==> config.mk <==
export PLATFORM = sky130hd
export DESIGN_NAME = etc_queue
export DESIGN_NICKNAME = d
export VERILOG_FILES = /design/src/rtl/core/etc_pkg.sv /design/src/rtl/core/etc_queue.sv
export SDC_FILE = /design/constraint.sdc
export NUM_CORES = 1
export LEC_CHECK = 0
export BUFFER_PORTS_ARGS = -buffer_cell sky130_fd_sc_hd__buf_2
export CAP_MARGIN = 20
export CORE_ASPECT_RATIO = 1.2
export CORE_MARGIN = 5
export CORE_UTILIZATION = 35
export CTS_BUF_LIST = sky130_fd_sc_hd__clkbuf_4 sky130_fd_sc_hd__clkbuf_8
export DETAILED_ROUTE_END_ITERATION = 16
export PLACE_DENSITY = 0.62
export SYNTH_ARGS = -nofsm -noshare
export SYNTH_HDL_FRONTEND = slang
export SYNTH_SLANG_ARGS = --single-unit
==> constraint.sdc <==
create_clock -name clk -period 2.8 [get_ports clk]
set_clock_uncertainty 0.2 [all_clocks]
set_input_delay 0.14 -clock clk [delete_from_list [all_inputs] [get_ports clk]]
set_output_delay 0.14 -clock clk [all_outputs]
set_load 0.1 [all_outputs]
==> src/rtl/core/etc_pkg.sv <==
`timescale 1ns / 1ps
`default_nettype none
package etc_pkg;

    localparam int STORE_DEPTH  = 2048;
    localparam int FRAME_WIDTH  = 128;
    localparam int SEARCH_SPAN  = 1024;
    localparam int SAMPLE_BITS  = 10;

    localparam int ADDR_W       = $clog2(STORE_DEPTH);
    localparam int FILL_W       = ADDR_W + 1;
    localparam int FRAME_AW     = $clog2(FRAME_WIDTH);
    localparam int SPAN_W       = $clog2(SEARCH_SPAN);
    localparam int HALF_FRAME   = FRAME_WIDTH / 2;
    localparam int PRE_TRIGGER  = 64;
    localparam int SCALE_DIV    = 24;

    localparam int OP_W         = 2;
    localparam int READ_W       = 7;
    localparam int TIDX_W       = 11;
    localparam int LEVEL_W      = 10;
    localparam int SCALE_W      = 8;
    localparam int CFG_IDX_W    = 2;
    localparam int CFG_DATA_W   = 10;
    localparam int CMP_W        = (SAMPLE_BITS > LEVEL_W) ? SAMPLE_BITS : LEVEL_W;

    localparam int QUEUE_DEPTH  = 4;
    localparam int QPTR_W       = $clog2(QUEUE_DEPTH);
    localparam int QCNT_W       = QPTR_W + 1;

    localparam logic [LEVEL_W-1:0] LEVEL_RESET = 10'd514;
    localparam logic [SCALE_W-1:0] SCALE_RESET = 8'd24;

    localparam logic [OP_W-1:0] OP_STORE   = 2'd0;
    localparam logic [OP_W-1:0] OP_CAPTURE = 2'd1;
    localparam logic [OP_W-1:0] OP_READ    = 2'd2;

    localparam logic [CFG_IDX_W-1:0] CFG_LEVEL = 2'd0;
    localparam logic [CFG_IDX_W-1:0] CFG_EDGE  = 2'd1;
    localparam logic [CFG_IDX_W-1:0] CFG_SCALE = 2'd2;

    typedef enum logic [1:0] {
        KIND_STORE,
        KIND_CAPTURE,
        KIND_READ
    } kind_t;

    typedef struct packed {
        kind_t                  kind;
        logic [SAMPLE_BITS-1:0] sample;
        logic [FRAME_AW-1:0]    frame_idx;
    } cmd_t;

    typedef struct packed {
        logic              full;
        logic [QCNT_W-1:0] count;
    } qstat_t;

    typedef enum logic [2:0] {
        ST_IDLE,
        ST_READ,
        ST_PRIME,
        ST_SEARCH,
        ST_COPY,
        ST_DRAIN,
        ST_DONE
    } back_state_t;

endpackage
`default_nettype wire

==> src/rtl/core/etc_queue.sv <==
`timescale 1ns / 1ps
`default_nettype none
module etc_queue (
    input  wire logic           clk,
    input  wire logic           rst_n,
    input  wire logic           push_valid,
    input  wire etc_pkg::cmd_t  push_cmd,
    input  wire logic           pop,
    output logic                head_valid,
    output etc_pkg::cmd_t       head_cmd,
    output etc_pkg::qstat_t     q_stat
);
    import etc_pkg::*;

    cmd_t              entries [QUEUE_DEPTH];
    logic [QPTR_W-1:0] wr_ptr_reg, wr_ptr_next;
    logic [QPTR_W-1:0] rd_ptr_reg, rd_ptr_next;
    logic [QCNT_W-1:0] count_reg, count_next;
    logic              do_push, do_pop;

    assign do_push = push_valid && (count_reg != QCNT_W'(QUEUE_DEPTH));
    assign do_pop  = pop && (count_reg != '0);

    always_comb
    begin
        wr_ptr_next = do_push ? wr_ptr_reg + 1'b1 : wr_ptr_reg;
        rd_ptr_next = do_pop ? rd_ptr_reg + 1'b1 : rd_ptr_reg;
        count_next  = count_reg;
        if (do_push && !do_pop)
        begin
            count_next = count_reg + 1'b1;
        end
        else if (do_pop && !do_push)
        begin
            count_next = count_reg - 1'b1;
        end
    end

    always_ff @(posedge clk or negedge rst_n)
    begin
        if (!rst_n)
        begin
            wr_ptr_reg <= '0;
            rd_ptr_reg <= '0;
            count_reg  <= '0;
        end
        else
        begin
            wr_ptr_reg <= wr_ptr_next;
            rd_ptr_reg <= rd_ptr_next;
            count_reg  <= count_next;
        end
    end

    always_ff @(posedge clk)
    begin
        if (do_push)
        begin
            entries[wr_ptr_reg] <= push_cmd;
        end
    end

    assign head_valid   = (count_reg != '0);
    assign head_cmd     = entries[rd_ptr_reg];
    assign q_stat.full  = (count_reg == QCNT_W'(QUEUE_DEPTH));
    assign q_stat.count = count_reg;

endmodule
`default_nettype wire

==> run_results.csv <==
group,metric,value,unit
routing,drcViolationCount,0,
global_routing,antenna_found_initial,0,
worst_hold_path,whs_path_depth,3,
yosys,synth_cell_types,21,
floorplan,fp.dieW,96.9,um
placement,port_buffers,46,
clock_network,post_cts_buffers,0,
sta,tightest_slew,0.972,ns
final_layout,antenna_cells,0,
critical_path,r2r_cells,8,
sta,holdWs,0.0683,ns
yosys,synth-adder-area-share,2.60,%
sta,slew_headroom,35.2,%
yosys,ys_seq_elements,83,
clock_network,cts_buffers,9,
job,cap_viol_max_count,0,
floorplan,row_count,38,
yosys,synth_top_cell_by_area,"edfxtp_1",
placement,dp_hpwl,3.57,mm
yosys,synthMuxAreaShare,14.3,%
worst_hold_path,min-delay-start,"push_valid",
outcome,outcome,"completed",
yosys,ys_warn_count,0,
critical_path,crit_path_end_kind,"primary output",
final_layout,final_nets,239,
global_routing,grt_remaining_overflow,0,
sta,finalCriticalPeriod,2.49,ns
yosys,synth_top_family_by_area,"multiplexers",
yosys,synth_xor_area_share,1.66,%
sta,rsz0062_at_grt,"false",
floorplan,fp.dieArea,0.0111,sq mm
clock_network,cts_tree,"built",
yosys,ys.flop_type,"edfxtp_1",
global_routing,grt_pass1_vias,1744,
worst_hold_path,hp-class,"input pin to flop",
final_layout,area_growth,25.6,%
critical_path,crit_arrival,2.15,ns
placement,gp_congestion,0.701,
yosys,netlist_instances,134,
critical_path,r2r_slack,0.35,ns
clock_network,clock_path_buffers,2,
final_layout,final_cell_mix,"edfxtp_1 (76), buf_2 (46), dlygate4sd3_1 (22)",
yosys,ys_top_cells_by_area,"edfxtp_1 (72%), mux4_2 (13%), dfrtp_1 (5.5%)",
routing,ant_nets,0,
global_routing,grt_pass1_wl,9.14,mm
yosys,yosysTopAreaCellShare,71.9,%
yosys,yosys.area_share.simple,2.56,%
routing,finalWirelength,5.64,mm
clock_network,clk_pin_slew,0.07,ns
worst_hold_path,min_to,"wr_ptr_reg[0]",
critical_path,r2r-end,"count_reg[2]",
critical_path,critPathKind,"flop to primary output",
routing,viasPerCell,4.42,
clock_network,cts-root-buf,"clkbuf_8",
floorplan,ios,47,
critical_path,worstPathMaxFanout,20,
clock_network,cts_max_level,3,
final_layout,largest_register_ffs,76,
clock_network,clock-sinks,83,
critical_path,r2r-start,"count_reg[0]",
final_layout,drive_gt1_share,44.4,%
floorplan,design.core.area,0.00894,sq mm
routing,first_iter_violations,59,
critical_path,start_kind,"flop",
floorplan,start_util,35.5,%
yosys,synth.avg_cell_area,23.7,sq um
sta,maxSlewViolCount,0,
sta,fmax,401,MHz
final_layout,final_common_cell,"edfxtp_1",
routing,vias,1477,
global_routing,grt_use_total,11.1,%
sta,setup_viol,0,
yosys,synth_compound_area_share,0,%
critical_path,critPathRequiredTime,2.46,ns
sta,hold_viol,0,
routing,wl_per_cell,16.9,um
global_routing,grt_max_degree,21,
yosys,synth_area,0.00317,sq mm
yosys,synth-edff-count,76,
floorplan,die_h,114,um
sta,min_period_over_period,89.1,%
clock_network,clock_latency,0.34,ns
clock_network,ctsResizeCount,0,
yosys,yosysSeqAreaShare,77.4,%
yosys,synthesis.nets,163,
yosys,async_reset_ff_share,8.43,%
routing,firstDrtPassIters,4,
[critical path: stages (launching register included)]
cell     delay, ns
dfrtp_1       0.99
mux4_2        0.39
buf_2         0.43
[cells in the mapped netlist (2+ instances only)]
cell      number
edfxtp_1      76
mux4_2        19
dfrtp_1        7
ha_1           5
and2_2         4
xnor2_1        4
inv_1          3
buf_4          2
xor2_1         2
[stage by stage]
step / setup slack (ns) / utilization, % / cell area, sq um / cells / TNS, ns
floorplan: -0.168 / - / 3200 / 134 / -0.206
global placement: 0.454 / 39.9 / 3560 / 297 / 0
detailed placement: 0.391 / 39.9 / 3560 / 297 / 0
CTS: 0.230 / 44.6 / 3990 / 334 / 0
global route: 0.159 / 44.6 / 3990 / 334 / 0
finish: 0.305 / 44.6 / 3990 / 334 / 0
[cell families (layout without fill, tap and decap cells)]
logic type                 after synthesis  after routing
and+or+nand+nor                         10             10
muxes                                   21             21
buffers and inverters                    8             88
xor gates and xnor gates                 6              6
DFF                                     83             83
adders and majority gates                6              6
[per-layer routing]
metal / GRT usage [%] / routed length, um / vias to the layer above / part of all wire (%)
met2: 19.2 / 2910 / 39 / 52
li1: - / - / 690 / -
met4: 4.49 / 79 / 0 / 1.4
met3: 4.02 / 253 / 7 / 4.5
met5: 0 / 0 / - / 0
met1: 12.7 / 2390 / 741 / 42
[worst max-delay path by stage]
stage	end	slack (ns)	start	depth (start not counted)
after floorplan	count_reg[1]	-0.17	count_reg[1]	7
after global placement	count_reg[2]	0.45	count_reg[0]	8
after detailed placement	count_reg[2]	0.39	count_reg[0]	8
after CTS	head_cmd[3]	0.23	rd_ptr_reg[1]	2
after global routing	head_cmd[0]	0.16	rd_ptr_reg[1]	2
final	head_cmd[3]	0.31	rd_ptr_reg[1]	2
[area by class of cell]
type	count	area, sq um
Timing Repair Buffer	70	465
Tap cell	120	150
Fill cell	822	4950
Multi-Input combinational cell	43	687
Clock buffer	9	124
Inverter	3	11.3
Sequential cell	83	2470
Clock inverter	6	81.3
[timing repair]
item | 4_1_cts | 5_1_grt
setup endpoints to repair | 0 | 0
hold endpoints to repair | 85 | 0
hold buffers | 22 | 0
Power is left out: the tool's default activity adds up to more than one toggle a clock period on the data nets, which glitch-free logic cannot reach.
